## config.mk

```make
export PLATFORM = sky130hd
export DESIGN_NAME = cmos_rtc_register_file
export DESIGN_NICKNAME = d
export VERILOG_FILES = /design/src/rtl/core/crf_pkg.sv /design/src/rtl/core/cmos_rtc_register_file.sv
export VERILOG_INCLUDE_DIRS = /design/src /design/src/rtl/core
export SDC_FILE = /design/constraint.sdc
export NUM_CORES = 1
export LEC_CHECK = 0
export BUFFER_PORTS_ARGS = -buffer_cell sky130_fd_sc_hd__clkbuf_2
export CORE_AREA = 2 2 132 134
export DETAILED_ROUTE_END_ITERATION = 10
export DIE_AREA = 0 0 134 136
export GPL_TIMING_DRIVEN = 0
export PLACE_DENSITY = 0.82
export REMOVE_ABC_BUFFERS = 1
export SLEW_MARGIN = 30
export SYNTH_ARGS = -nofsm -noshare
export SYNTH_HDL_FRONTEND = slang
export SYNTH_SLANG_ARGS = --single-unit
```

## constraint.sdc

```tcl
create_clock -name clock -period 15.4 [get_ports clock]
set_input_delay 1.54 -clock clock [delete_from_list [all_inputs] [get_ports clock]]
set_output_delay 1.54 -clock clock [all_outputs]
set_load 0.01 [all_outputs]
```

## src/rtl/core/cmos_rtc_register_file_assert.svh

```systemverilog
// ----------------------------------------------------------------------------
// CMOS RTC register file assertion macros
// Shared assertion forms used by the register file core.
// ----------------------------------------------------------------------------
`ifndef CMOS_RTC_REGISTER_FILE_ASSERT_SVH
`define CMOS_RTC_REGISTER_FILE_ASSERT_SVH

// The consequent must hold in the same cycle as the antecedent.
`define CRF_ASSERT_SAME(lbl, clk, rst, ante, cons) \
   lbl: assert property (@(posedge clk) disable iff (rst) (ante) |-> (cons)) \
      else $error("cmos rtc assertion failed");

// The consequent must hold in the cycle after the antecedent.
`define CRF_ASSERT_NEXT(lbl, clk, rst, ante, cons) \
   lbl: assert property (@(posedge clk) disable iff (rst) (ante) |=> (cons)) \
      else $error("cmos rtc assertion failed");

`endif

```

## src/rtl/core/crf_pkg.sv

```systemverilog
// ----------------------------------------------------------------------------
// CMOS RTC register file package
// Register indexes, fixed values, request layout and BCD conversion.
// ----------------------------------------------------------------------------
`default_nettype none

package crf_pkg;

   localparam int RamWidth = 41;

   typedef logic [6:0] reg_index_type;

   localparam reg_index_type REG_SECONDS   = 7'h00;
   localparam reg_index_type REG_SEC_ALARM = 7'h01;
   localparam reg_index_type REG_MINUTES   = 7'h02;
   localparam reg_index_type REG_MIN_ALARM = 7'h03;
   localparam reg_index_type REG_HOURS     = 7'h04;
   localparam reg_index_type REG_HR_ALARM  = 7'h05;
   localparam reg_index_type REG_DAY       = 7'h07;
   localparam reg_index_type REG_MONTH     = 7'h08;
   localparam reg_index_type REG_YEAR      = 7'h09;
   localparam reg_index_type REG_STATUS_A  = 7'h0A;
   localparam reg_index_type REG_STATUS_B  = 7'h0B;
   localparam reg_index_type REG_STATUS_C  = 7'h0C;
   localparam reg_index_type REG_STATUS_D  = 7'h0D;
   localparam reg_index_type REG_RESET     = 7'h0F;
   localparam reg_index_type REG_FLOPPY    = 7'h10;
   localparam reg_index_type REG_DISK      = 7'h12;
   localparam reg_index_type REG_EQUIP_13  = 7'h13;
   localparam reg_index_type REG_EXT_17    = 7'h17;
   localparam reg_index_type REG_EXT_18    = 7'h18;
   localparam reg_index_type REG_CENTURY   = 7'h32;
   localparam reg_index_type REG_MEM_LO    = 7'h34;
   localparam reg_index_type REG_MEM_HI    = 7'h35;
   localparam reg_index_type REG_BOOT_38   = 7'h38;
   localparam reg_index_type REG_BOOT_39   = 7'h39;
   localparam reg_index_type REG_BOOT_3D   = 7'h3D;
   localparam reg_index_type REG_HIGH_0    = 7'h5B;
   localparam reg_index_type REG_HIGH_1    = 7'h5C;
   localparam reg_index_type REG_HIGH_2    = 7'h5D;
   localparam reg_index_type REG_HIGH_3    = 7'h5F;

   localparam logic [7:0] STATUS_A_VALUE = 8'h26;
   localparam logic [7:0] STATUS_D_VALUE = 8'h80;
   localparam logic [7:0] FLOPPY_VALUE   = 8'h40;
   localparam logic [7:0] DISK_VALUE     = 8'hF0;
   localparam logic [7:0] PM_FLAG        = 8'h80;
   localparam logic [7:0] UNKNOWN_VALUE  = 8'hFF;

   localparam logic [RamWidth-1:0] EXT_TOP   = 41'h0_E000_0000;
   localparam logic [RamWidth-1:0] HOLE_SIZE = 41'h0_0010_0000;
   localparam logic [RamWidth-1:0] HIGH_BASE = EXT_TOP + HOLE_SIZE;
   localparam logic [31:0]         LOW_16M   = 32'h0100_0000;

   localparam int BinaryBit = 2;
   localparam int Hour24Bit = 1;

   typedef struct packed {
      logic [7:0] now_year;
      logic [3:0] now_month;
      logic [4:0] now_day;
      logic [4:0] now_hour;
      logic [5:0] now_minute;
      logic [5:0] now_second;
      logic [7:0] write_data;
   } req_fields_type;

   function automatic logic [7:0] to_reg(input logic [7:0] v, input logic binary);
      logic [15:0] prod;
      logic [4:0]  tens;
      logic [7:0]  ones;
      prod = 16'(v) * 16'd205;
      tens = prod[15:11];
      ones = v - 8'(tens) * 8'd10;
      if (binary) begin
         return v;
      end
      return {tens[3:0], ones[3:0]};
   endfunction

endpackage

`default_nettype wire

```

## src/rtl/core/cmos_rtc_register_file.sv

```systemverilog
// ----------------------------------------------------------------------------
// CMOS RTC register file
// Index and data port model of a PC real-time clock and CMOS memory.
// ----------------------------------------------------------------------------
//  Channel | Direction | Contents
//  req_    | in        | tuser: req_type, port_sel; tdata: byte and time fields
//  rsp_    | out       | tdata: read_data; tuser: bad_access
//  csr_    | in        | data: ram_size, always ready
//
//  Each accepted item has its result registered in the cycle after acceptance.
//  One item is accepted every cycle while the result register drains.
//  Reset clears the index, status B, the reset code and the memory size.
//  A stalled result holds the output register and blocks new items.
// ----------------------------------------------------------------------------
`default_nettype none

`include "cmos_rtc_register_file_assert.svh"

module cmos_rtc_register_file
   import crf_pkg::*;
(
   input  wire logic                clock,
   input  wire logic                reset,
   input  wire logic                req_tvalid,
   output logic                     req_tready,
   // write_data[7:0], now_second[13:8], now_minute[19:14], now_hour[24:20],
   // now_day[29:25], now_month[33:30], now_year[41:34], zero[47:42]
   input  wire logic [47:0]         req_tdata,
   // req_type[0], port_sel[1]
   input  wire logic [1:0]          req_tuser,
   output logic                     rsp_tvalid,
   input  wire logic                rsp_tready,
   // read_data[7:0]
   output logic [7:0]               rsp_tdata,
   // bad_access[0]
   output logic                     rsp_tuser,
   input  wire logic                csr_valid,
   output logic                     csr_ready,
   input  wire logic [RamWidth-1:0] csr_data
);

   req_fields_type req;
   logic           req_accept;
   logic           is_write;
   logic           data_port;

   reg_index_type  index_ff, index_in;
   logic [7:0]     status_b_ff, status_b_in;
   logic [7:0]     reset_code_ff, reset_code_in;
   logic [15:0]    ext_mem_ff, ext_mem_in;
   logic [23:0]    high_mem_ff, high_mem_in;
   logic           rsp_valid_ff, rsp_valid_in;
   logic [7:0]     rsp_data_ff, rsp_data_in;
   logic           rsp_bad_ff, rsp_bad_in;

   logic [31:0]         ext_base;
   logic [31:0]         ext_full;
   logic [RamWidth-1:0] high_full;

   logic [7:0] read_value;
   logic       read_bad;
   logic       write_bad;
   logic       binary;
   logic [7:0] hour8;
   logic [7:0] year8;

   assign req              = req_fields_type'(req_tdata[41:0]);
   assign is_write         = req_tuser[0];
   assign data_port        = req_tuser[1];
   assign req_tready       = !rsp_valid_ff || rsp_tready;
   assign req_accept       = req_tvalid && req_tready;
   assign csr_ready        = 1'b1;
   assign rsp_tvalid       = rsp_valid_ff;
   assign rsp_tdata        = rsp_data_ff;
   assign rsp_tuser        = rsp_bad_ff;
   assign binary           = status_b_ff[BinaryBit];

   always_comb begin
      ext_base    = (csr_data > EXT_TOP) ? EXT_TOP[31:0] : csr_data[31:0];
      ext_full    = (ext_base > LOW_16M) ? ext_base - LOW_16M : 32'd0;
      high_full   = (csr_data > HIGH_BASE) ? csr_data - HIGH_BASE : '0;
      ext_mem_in  = ext_mem_ff;
      high_mem_in = high_mem_ff;
      if (csr_valid) begin
         ext_mem_in  = ext_full[31:16];
         high_mem_in = high_full[39:16];
      end
   end

   always_comb begin
      hour8 = {3'b000, req.now_hour};
      year8 = (req.now_year >= 8'd100) ? req.now_year - 8'd100 : req.now_year;
      read_bad   = 1'b0;
      read_value = UNKNOWN_VALUE;
      unique case (index_ff) inside
         REG_SECONDS: read_value = to_reg({2'b00, req.now_second}, binary);
         REG_MINUTES: read_value = to_reg({2'b00, req.now_minute}, binary);
         REG_HOURS: begin
            if (!status_b_ff[Hour24Bit] && hour8 == 8'd0) begin
               read_value = to_reg(8'd12, binary);
            end else if (!status_b_ff[Hour24Bit] && hour8 == 8'd12) begin
               read_value = PM_FLAG | to_reg(8'd12, binary);
            end else if (!status_b_ff[Hour24Bit] && hour8 > 8'd12) begin
               read_value = PM_FLAG | to_reg(hour8 - 8'd12, binary);
            end else begin
               read_value = to_reg(hour8, binary);
            end
         end
         REG_DAY:      read_value = to_reg({3'b000, req.now_day}, binary);
         REG_MONTH:    read_value = to_reg({4'b0000, req.now_month}, binary);
         REG_YEAR:     read_value = to_reg(year8, binary);
         REG_STATUS_A: read_value = STATUS_A_VALUE;
         REG_STATUS_B: read_value = status_b_ff;
         REG_STATUS_C: read_value = 8'h00;
         REG_STATUS_D: read_value = STATUS_D_VALUE;
         REG_RESET:    read_value = reset_code_ff;
         REG_FLOPPY:   read_value = FLOPPY_VALUE;
         REG_DISK:     read_value = DISK_VALUE;
         REG_EQUIP_13: read_value = 8'h00;
         REG_CENTURY: begin
            read_value = to_reg({7'd0, req.now_year >= 8'd100}, binary);
         end
         REG_MEM_LO:   read_value = ext_mem_ff[7:0];
         REG_MEM_HI:   read_value = ext_mem_ff[15:8];
         REG_BOOT_38,
         REG_BOOT_39:  read_value = 8'h01;
         REG_BOOT_3D:  read_value = 8'h02;
         REG_HIGH_0:   read_value = high_mem_ff[7:0];
         REG_HIGH_1:   read_value = high_mem_ff[15:8];
         REG_HIGH_2:   read_value = high_mem_ff[23:16];
         REG_HIGH_3:   read_value = 8'h00;
         REG_SEC_ALARM, REG_MIN_ALARM, REG_HR_ALARM,
         REG_EXT_17, REG_EXT_18: read_value = UNKNOWN_VALUE;
         default: begin
            read_value = UNKNOWN_VALUE;
            read_bad   = 1'b1;
         end
      endcase
   end

   always_comb begin
      write_bad = 1'b1;
      unique case (index_ff) inside
         REG_STATUS_A: begin
            write_bad = (req.write_data[3:0] != 4'h6) || (req.write_data[6:4] != 3'h2);
         end
         REG_STATUS_B, REG_RESET, REG_SECONDS, REG_MINUTES, REG_HOURS,
         REG_DAY, REG_MONTH, REG_YEAR, REG_EXT_17, REG_CENTURY: write_bad = 1'b0;
         default: write_bad = 1'b1;
      endcase
   end

   always_comb begin
      index_in      = index_ff;
      status_b_in   = status_b_ff;
      reset_code_in = reset_code_ff;
      rsp_valid_in  = rsp_valid_ff && !rsp_tready;
      rsp_data_in   = rsp_data_ff;
      rsp_bad_in    = rsp_bad_ff;
      if (req_accept) begin
         rsp_valid_in = 1'b1;
         rsp_data_in  = 8'h00;
         rsp_bad_in   = 1'b0;
         if (is_write && !data_port) begin
            index_in = req.write_data[6:0];
         end else if (is_write) begin
            rsp_bad_in = write_bad;
            if (index_ff == REG_STATUS_B) begin
               status_b_in = req.write_data;
            end
            if (index_ff == REG_RESET) begin
               reset_code_in = req.write_data;
            end
         end else if (!data_port) begin
            rsp_data_in = {1'b0, index_ff};
         end else begin
            rsp_data_in = read_value;
            rsp_bad_in  = read_bad;
         end
      end
   end

   always_ff @(posedge clock) begin
      if (reset) begin
         index_ff      <= '0;
         status_b_ff   <= '0;
         reset_code_ff <= '0;
         ext_mem_ff    <= '0;
         high_mem_ff   <= '0;
         rsp_valid_ff  <= 1'b0;
      end else begin
         index_ff      <= index_in;
         status_b_ff   <= status_b_in;
         reset_code_ff <= reset_code_in;
         ext_mem_ff    <= ext_mem_in;
         high_mem_ff   <= high_mem_in;
         rsp_valid_ff  <= rsp_valid_in;
      end
      rsp_data_ff <= rsp_data_in;
      rsp_bad_ff  <= rsp_bad_in;
   end

   `CRF_ASSERT_SAME(a_stall_blocks, clock, reset, rsp_tvalid && !rsp_tready, !req_tready)
   `CRF_ASSERT_NEXT(a_accept_gives_result, clock, reset, req_accept, rsp_tvalid)
   `CRF_ASSERT_NEXT(a_index_write, clock, reset, req_accept && is_write && !data_port,
                    index_ff == $past(req_tdata[6:0]))
   `CRF_ASSERT_NEXT(a_write_reads_zero, clock, reset, req_accept && is_write,
                    rsp_tdata == 8'h00)

endmodule

`default_nettype wire
```

# Word level (Yosys, flattened, before mapping)
# Index checks and enable logic that the tools add are counted.
# word_totals
regBits	73
inputBits	96
elab_cells	148
out_inout_bits	12
# classes
n_lt_le_gt_ge	5
n_mux	53
n_eq_ne	31
reduce_logical	23
mul	14
bitwise_logic	2
add_sub_neg	11
# ops
cell	n
$pmux 8 s21	1
$mux 8	20
$gt 41x32->1 const B	2
$mux 32	2
$eq 7x4->1 const B	7
$eq 7x6->1 const B	6
$mux 40	1
$sub 40x32->40 const B	1
$eq 7x5->1 const B	5
$gt 32x25->1 const B	1
$mul 8x8->16 const B	2
$sub 32x25->32 const B	1
$reduce_or 29->1	1
$eq 7x7->1 const B	4
$mul 6x8->14 const B	2
$mux 7	4
$sub 4x4->4	7
$mul 5x8->13 const B	2
$mux 1	24
$eq 7x3->1 const B	3
$eq 7x2->1 const B	2
$mul 4x8->12 const B	1
$mul 5x3->3 const B	2
$reduce_or 10->1	1
22 further kinds	37

# Depth between registers and ports, before layout
# Gate-level depths: netlist of run 1.
# logic_depth
depth_word	12
ltp_mapped	29
mapped_depth_nobuf	29

# Worst setup path before layout of run 1
# Ideal clock, no wire load.
# synth_path
path_type	input port to flip-flop
start	input req_tdata[37]
end	register rsp_data_ff[3] (netlist: rsp_tdata[3]), data pin
t_arrival_ns	7.143
setup_ns	0.174
path_stages	27
setup_slack_ns	8.083
required_time_ns	15.226
n_path_buf	0
cell_sequence	inv_1 > ha_1 > nor2b_1 > a211oi_1 > or3_1 > ha_1 > inv_1 > fa_1 > inv_1 > fa_1 > inv_1 > fa_1 > inv_1 > ha_1 > and3_1 > and3b_1 > a21oi_1 > nand3_1 > xor2_1 > ha_1 > inv_1 > fa_1 > xnor3_1 > xnor3_1 > a21oi_1 > nand3b_1 > a311oi_1
# synth_between
elab_chain_cells	8
word_cells_on_any_way	10
classes_between	add/sub (2); mul (2); order compare (1); mux (5)
# synth_rtl
element	line_no	text
start, declared	cmos_rtc_register_file.sv:28	input wire logic [47:0] req_tdata,
$sub 8x7->8 or $ge 8x7->1 (tied branches)	cmos_rtc_register_file.sv:92	year8 = (req.now_year >= 8'd100) ? req.now_year - 8'd100 : req.now_year;
$mux 8 *	cmos_rtc_register_file.sv:92	
$mul 8x8->16	crf_pkg.sv:72	prod = 16'(v) * 16'd205;
$mul 5x3->3	crf_pkg.sv:74	ones = v - 8'(tens) * 8'd10;
$sub 4x4->4	crf_pkg.sv:74	
$mux 8 *	crf_pkg.sv:78	return {tens[3:0], ones[3:0]};
$pmux 8 s21 *	cmos_rtc_register_file.sv:95	unique case (index_ff) inside
$mux 7 *	cmos_rtc_register_file.sv:174	end else if (!data_port) begin
end signal, assigned	cmos_rtc_register_file.sv:199	rsp_data_ff <= rsp_data_in;
end, declared	cmos_rtc_register_file.sv:53	logic [7:0] rsp_data_ff, rsp_data_in;
# Mark *: on every way between the ends. The rest lies on a longest branch, timed or not. The select of a mux whose other input is x is not followed.
# A chain may end at the register's enable or synchronous reset.

# Final worst setup path of run 1
# layout_path
start	input req_tdata[36]
end	register rsp_data_ff[3] (netlist: rsp_tdata[3]), data pin
# The elaborated chain is that of the path after synthesis.

==> impl_results.md, run 1 <==
* Synth warn at 0
* Layout Utilization at 63.55%
* Vias post-DR at 8800
* CP max stage cell: fa_1
* Max-cap violations at 0
* Core area at 0.01688 mm2
* Diodes inserted at 0
* Fmax at 125.2 MHz
* Netlist Area Pre-Place at 0.009779 mm2
* Area occupied by registers at 0.001553 mm2
* Ratio of cells with drive above 1 in the final layout at 12.05%
* Maximum vdd drop at 0.06625 mV
* Fill cell count at 1428
* Boundary Pins at 108
* #FFs+latches synth at 73
* Post-route ant nets at 0
* Area share of fa/ha/maj cells after synthesis at 33.39%
* Clock buffer depth at 2
* Post-Synth XOR/XNOR Area at 6.077%
* Mean post-synth cell area at 8.430 um2
* Synth Area in Compound Gates at 16.04%
* Primary FF master, synth: dfxtp_1
* Max-Slew Margin vs Limit at 33.21%
* Register area share after synthesis at 15.86%
* Clk root buf: clkbuf_16
* Critical Path RT at 15.54 ns
* FP Rows at 48
* Multi-input logic area at 0.007541 mm2
* Post-synth EDFFs at 9
* DR vias/cell at 6.019
* Placer congestion estimate at 0.9638
* Tot Pwr at 0.9674 mW
* GR Util All Layers at 27.60%
* Total gr overflow at 0
* Routed length per instance at 16.79 um
* Dominant cell type by area after synthesis: ha_1
* # hold bufs at CTS at 0
* First-pass GRT wire length at 40.90 mm
* # setup viols final at 0
* Chip height at 136 um
* Share of the synthesized area in the top cell type at 25.20%
* Initial antenna violation count at 0
* HPWL Detailed at 19.90 mm
* Final worst path period share at 51.87%
* Clock transition at the registers of the reported paths at 0.06 ns
* Total Wirelength at 24.55 mm
* CTS Sinks at 73
* Die span in x at 134 um
* Inserted Clock Buffers at 9
* Mux share of post-synthesis cell area at 3.199%
* Largest cells by area after synthesis: ha_1 25%, dfxtp_1 13%, fa_1 8.2%
* Clk_skew at 0.01217 ns
* CTS resizes at 0
* Final slew viol count at 0
* CP Class: input port to register
* Pwr dens at 90.21 mW/mm2
* Cell mode on critical path: inv_1
* Slew at the pin closest to its max-slew limit at 0.9943 ns
* Hold Vio Cnt, Final at 0
* DIE AREA at 0.01822 mm2
* Count leader, synth: ha_1
* Crit path max fanout at 6
* Pin count of the biggest net entering global routing at 65
* TritonRoute pass-1 iters at 6
* Largest family of logic cells by synthesized area: adder cells
* P_leak at 5.237 nW
* CTS tree: yes
* Slowest stage delay, CP at 0.55 ns
* Crit start category: input port
* H-tree lvl count at 3
* Mapped Cells at 1160
* Clock Latency Late Sink at 0.35 ns
* Final hold slack at 0.4694 ns
* Initial Util at 57.95%
* Residual DRC at 0
* Result of the run: completed
* Post-synth top cells: 197 x ha_1, 146 x inv_1, 117 x nor2_1
* Nets@finish at 1565
* Starting DRT DRC Count at 715
* Simple-gate share of the synthesized area at 17.96%
* CP Capture Type: register
* Fin crit period at 7.987 ns
* RSZ-0062 raised after global routing: false
* FFs w/ async S/R, synth at 0%
* Hold crit path type: register to register
* Placed instance area at 0.01042 mm2
* Number of global-route vias before repair at 8467
* Total setup buffers inserted after CTS at 0
* Syn-to-layout area delta at 9.659%
* CP arrival at 8.13 ns
* Port Buffers at 100
* Synth unique cells at 82
* Setup TNS at 0 ns
* Design area at 0.01072 mm2
[final cells by class]
type / instances / share of cell area (%)
Multi-Input combinational cell: 901 / 70.32
Tap cell: 225 / 2.625
Clock buffer: 10 / 2.135
Inverter: 147 / 5.157
Clock inverter: 6 / 0.5950
Sequential cell: 73 / 14.48
Timing Repair Buffer: 100 / 4.690
[critical path, delay by kind of cell]
family	cells	cell delay, ns
AO/OA/AOI/OAI	5	0.98
XOR/XNOR	4	1.35
adder cells (fa/ha/maj)	8	2.92
buffers and inverters	7	0.46
AND/OR/NAND/NOR	5	0.88
[sequential cells by signal (all words and copies together) (netlist names)]
name           count
rsp_tdata          8
high_mem_ff       24
index_ff           7
reset_code_ff      8
status_b_ff        8
ext_mem_ff        16
rsp_tuser          1
rsp_tvalid         1
[layout by cell type (no fill, tap or decap), types with 5 or more instances in the layout]
cell type,netlist,layout
ha_1,197,197
inv_1,146,146
nor2_1,117,117
clkbuf_2,0,99
nand2_1,74,74
dfxtp_1,64,63
a22oi_1,40,40
fa_1,40,40
a21oi_1,39,39
o21ai_0,35,35
xnor2_1,34,34
mux2i_1,29,29
nand3_1,27,27
nor3_1,26,23
xor2_1,21,21
a221oi_1,14,14
nand2b_1,13,13
or3_1,12,12
nor4_1,12,12
a211oi_1,9,9
and2_1,9,9
a31oi_1,10,9
clkbuf_16,0,9
edfxtp_1,9,9
nor2b_1,8,8
or2_2,8,8
nand3b_1,8,8
nand4_1,7,7
o22ai_1,7,7
a41oi_1,6,6
nor3b_1,5,5
o31ai_1,5,5
a311oi_1,5,5
a222oi_1,5,5
xnor3_1,5,5
[per-stage QoR]
step                      cells  worst slack (ns)
after floorplan            1121             8.083
after global placement     1446             7.162
after detailed placement   1446             7.118
after CTS                  1462             7.443
after global routing       1462             6.968
final                      1462             7.413
[per-layer routing]
metal	track usage (%)	wire, um	share of wire [%]	up-vias
met5	0	0	0	-
met4	6.028	403	1.6	0
met3	4.959	1691	6.9	46
met2	48.03	11840	48	339
met1	35.82	10620	43	4121
li1	-	-	-	4294
[cell families (layout without fill, tap and decap cells)]
group           after synthesis  count (layout)
simple gates                351             351
fa+ha+maj                   237             237
compound gates              221             221
buf+inv                     186             263
flops                        73              73
xor+xnor                     60              60
mux                          31              31
other cells                   1               1
[path summary, 6_finish.rpt]
path	startpoint	end	slack, ns	depth (start not counted)
setup / recovery	req_tdata[36]	rsp_tdata[3]	7.41	29
hold / removal	high_mem_ff[7]	high_mem_ff[7]	0.47	2
setup reg to reg	index_ff[2]	rsp_tdata[3]	11.87	9
hold reg to reg	high_mem_ff[7]	high_mem_ff[7]	0.47	2
[report_power, final]
part | switching, mW | internal, mW
Clock | 0.0869 | 0.126
Sequential | 0.00750 | 0.201
Combinational | 0.296 | 0.250
Total | 0.390 | 0.577
Note: power is estimated with default switching activity, not from simulation.
==> run 2, diff against run 1 <==
- ABC_AREA: default -> 1
- CORE_AREA: 2 2 132 134 -> 2 2 139 141
- DIE_AREA: 0 0 134 136 -> 0 0 141 143
- PLACE_DENSITY: 0.82 -> 0.81
- clock period: 15.4 -> 6.4 ns (I/O delays scaled with it)
==> run 2 against run 1 <==
Sequential cell count did not move. Clock skew decreased by 0.0011 ns. Die area rose by 11%. Largest cell class unchanged. Highest routed layer unchanged. Combinational power rose to 2.8 times the previous value. Register-to-register slack worse by 8.9 ns. Non-clock buffer count is 12 higher. Sequential share of layout area shrank 0.88 points. Clock-buffer cell count unchanged. Synthesized cell count rose by 26%. Hold slack lost 0.0050 ns. Critical endpoint is now rsp_tdata[2]. Cell area up 6.4%.
==> impl_results.md, run 2 <==
* DIE AREA at 0.02016 mm2 (+11%)
* Count leader, synth: nand2_1
* Fin crit period at 6.094 ns
* #FFs+latches synth at 73 (unchanged)
* Clock transition at the registers of the reported paths at 0.06 ns (about the same)
* # setup viols final at 0 (unchanged)
* Initial Util at 55.24% (-2.7 points)
* HPWL Detailed at 22.46 mm (+13%)
* Final worst path period share at 95.21%
* P_leak at 6.097 nW (+16%)
* Primary FF master, synth: dfxtp_1
* Layout Utilization at 61.41% (-2.1 points)
* Clock buffer depth at 2 (unchanged)
* Crit start category: input port
* FP Rows at 50 (+4.2%)
* Number of global-route vias before repair at 9578 (+13%)
* Critical Path RT at 6.49 ns (-9.05 ns)
* Total Wirelength at 27.27 mm (+11%)
* Core area at 0.01858 mm2 (+10%)
* Hold Vio Cnt, Final at 0 (unchanged)
* DR vias/cell at 5.566 (-7.5%)
* CP Class: input port to register
* Clock Latency Late Sink at 0.35 ns (about the same)
* Mean post-synth cell area at 7.006 um2 (-17%)
* Pwr dens at 225.1 mW/mm2 (+150%)
* Total gr overflow at 0 (unchanged)
* CP max stage cell: fa_1
* Slowest stage delay, CP at 0.53 ns (-0.02 ns)
* CTS tree: yes
* Post-route ant nets at 0 (unchanged)
* CTS Sinks at 73 (unchanged)
* CP Capture Type: register
* Largest register FFs at 24 (unchanged)
* Maximum vdd drop at 0.1715 mV (+160%)
* Top reg by flops: high_mem_ff
* Synth unique cells at 59 (-28%)
* Fmax at 164.1 MHz
* Final slew viol count at 0 (unchanged)
* Starting DRT DRC Count at 558 (-22%)
* Largest cells by area after synthesis: ha_1 24%, dfxtp_1 12%, nand2_1 12%
* Design area at 0.01141 mm2 (+6.4%)
* Slew at the pin closest to its max-slew limit at 1.064 ns (+0.06945 ns)
* FFs w/ async S/R, synth at 0% (unchanged)
* Pin count of the biggest net entering global routing at 65 (unchanged)
* Hold crit path type: register to register
* Chip height at 143 um (+5.1%)
* Crit path max fanout at 5 (-1)
* Vias post-DR at 10.02k (+14%)
* Nets@finish at 1895 (+21%)
* Post-synth top cells: 320 x nand2_1, 249 x inv_1, 197 x ha_1
* Most frequent cells in the layout: 318 x nand2_1, 243 x inv_1, 196 x ha_1
* RSZ-0062 raised after global routing: true
* Max-cap violations at 0 (unchanged)
* Netlist Area Pre-Place at 0.01026 mm2 (+5.0%)
* Post-synth EDFFs at 9 (unchanged)
* Share of the synthesized area in the top cell type at 24.02% (-1.2 points)
* Clk_skew at 0.01109 ns (-0.001074 ns)
* Initial antenna violation count at 0 (unchanged)
* Max-Slew Margin vs Limit at 27.25% (-6.0 points)
* Dominant cell type by area after synthesis: ha_1
* Clk root buf: clkbuf_16
* Worst Slack Setup Final at 0.3063 ns (-7.106 ns)
* CP arrival at 6.18 ns (-1.95 ns)
* H-tree lvl count at 3 (unchanged)
* Ratio of cells with drive above 1 in the final layout at 12.76% (+0.72 points)
* Syn-to-layout area delta at 11.17%
* Biggest regs: high_mem_ff: 24 flops, ext_mem_ff: 16 flops
* GR Util All Layers at 27.59% (about the same)
* Port Buffers at 100 (unchanged)
* Leading cell type in the layout, fill and taps excluded: nand2_1
* Routed length per instance at 15.14 um (-9.8%)
* Residual DRC at 0 (unchanged)
* Synth warn at 0 (unchanged)
* TritonRoute pass-1 iters at 6 (unchanged)
* Boundary Pins at 108 (unchanged)
* Register area share after synthesis at 15.12% (-0.75 points)
* Mapped Cells at 1465 (+26%)
* Placed instance area at 0.01094 mm2 (+5.0%)
* Diodes inserted at 0 (unchanged)
* First-pass GRT wire length at 45.52 mm (+11%)
* Die span in x at 141 um (+5.2%)
* Placer congestion estimate at 0.9836 (+2.1%)
* Final hold slack at 0.4645 ns (-0.004957 ns)
* Dpl ws at -0.4308 ns (-7.549 ns)
* Flop-to-flop setup slack at 2.95 ns (-8.92 ns)
* Inserted Clock Buffers at 9 (unchanged)
* Cell mode on critical path: inv_1
* Result of the run: completed
-- run 2: cell types whose count changed after synthesis, moves of 29 or more --
cell and delta:
nand2_1 +246, inv_1 +103, nand3_1 +47, a21oi_1 +44, a22oi_1 -35, mux2i_1 -29
-- run 2: metal layers --
metal | up-vias | track usage [%] | part of all wire (%)
li1 | 5027 | - | -
met1 | 4584 | 35.49 | 43
met2 | 347 | 47.70 | 47
met4 | 0 | 9.263 | 3.1
met5 | - | 0 | 0
met3 | 66 | 3.924 | 6.7
-- run 2: power by group --
group	switching [mW]	total [mW]	internal (mW)
logic	0.895	1.51	0.618
clock network	0.221	0.556	0.335
registers	0.0145	0.500	0.485
total	1.13	2.57	1.44
-- run 2: worst paths after layout --
kind / start / to / depth (start not counted)
setup / recovery: req_tdata[34] / rsp_tdata[2] / 32
hold / removal: ext_mem_ff[12] / ext_mem_ff[12] / 2
setup reg to reg: status_b_ff[2] / rsp_tdata[1] / 5
hold reg to reg: ext_mem_ff[12] / ext_mem_ff[12] / 2
-- run 2: area by class of cell --
| type | instances | area (um2) |
|---|---|---|
| tap | 234 | 292.8 |
| sequential | 73 | 1551 |
| clock inverter | 6 | 80.08 |
| clock buffer | 10 | 250.2 |
| fill | 1726 | 7171 |
| multi-input combinational | 1097 | 7629 |
| inverter | 269 | 1011 |
| timing repair buffer | 112 | 595.6 |
-- run 2: per-stage QoR --
stage | cells | total power [mW] | TNS (ns)
2_1_floorplan | 1439 | 1.573 | 0
3_3_place_gp | 1773 | 1.868 | -0.6593
3_5_place_dp | 1773 | 1.922 | -0.7795
4_1_cts | 1790 | 2.506 | 0
5_1_grt | 1801 | 2.848 | -0.1171
6_report | 1801 | 2.569 | 0
-- run 2: worst max-delay path: cells and delay by family --
| family | cells | cell delay [ns] |
|---|---|---|
| XOR/XNOR | 1 | 0.25 |
| AND/OR/NAND/NOR | 5 | 0.49 |
| buffers and inverters | 13 | 0.99 |
| adder cells (fa/ha/maj) | 8 | 2.92 |
| AO/OA/AOI/OAI | 5 | 0.88 |
-- run 2: what timing repair did --
| action | 4_1_cts | 5_1_grt |
|---|---|---|
| hold buffers | 0 | 0 |
| gates cloned | 0 | 0 |
| pin swaps | 1 | 7 |
| setup buffers | 1 | 11 |
| gates resized for setup | 2 | 14 |
| setup endpoints to repair | 1 | 2 |
-- run 2: logic make-up (layout without fill, tap and decap cells) --
group,Yosys count,count (layout),synth area share [%]
AO/OA/AOI/OAI,208,208,12.74
XOR/XNOR,37,37,3.157
adder cells (fa/ha/maj),237,237,31.82
buffers and inverters,295,397,11.01
flip-flops,73,73,15.12
other,1,1,0.03654
AND/OR/NAND/NOR,614,614,26.12
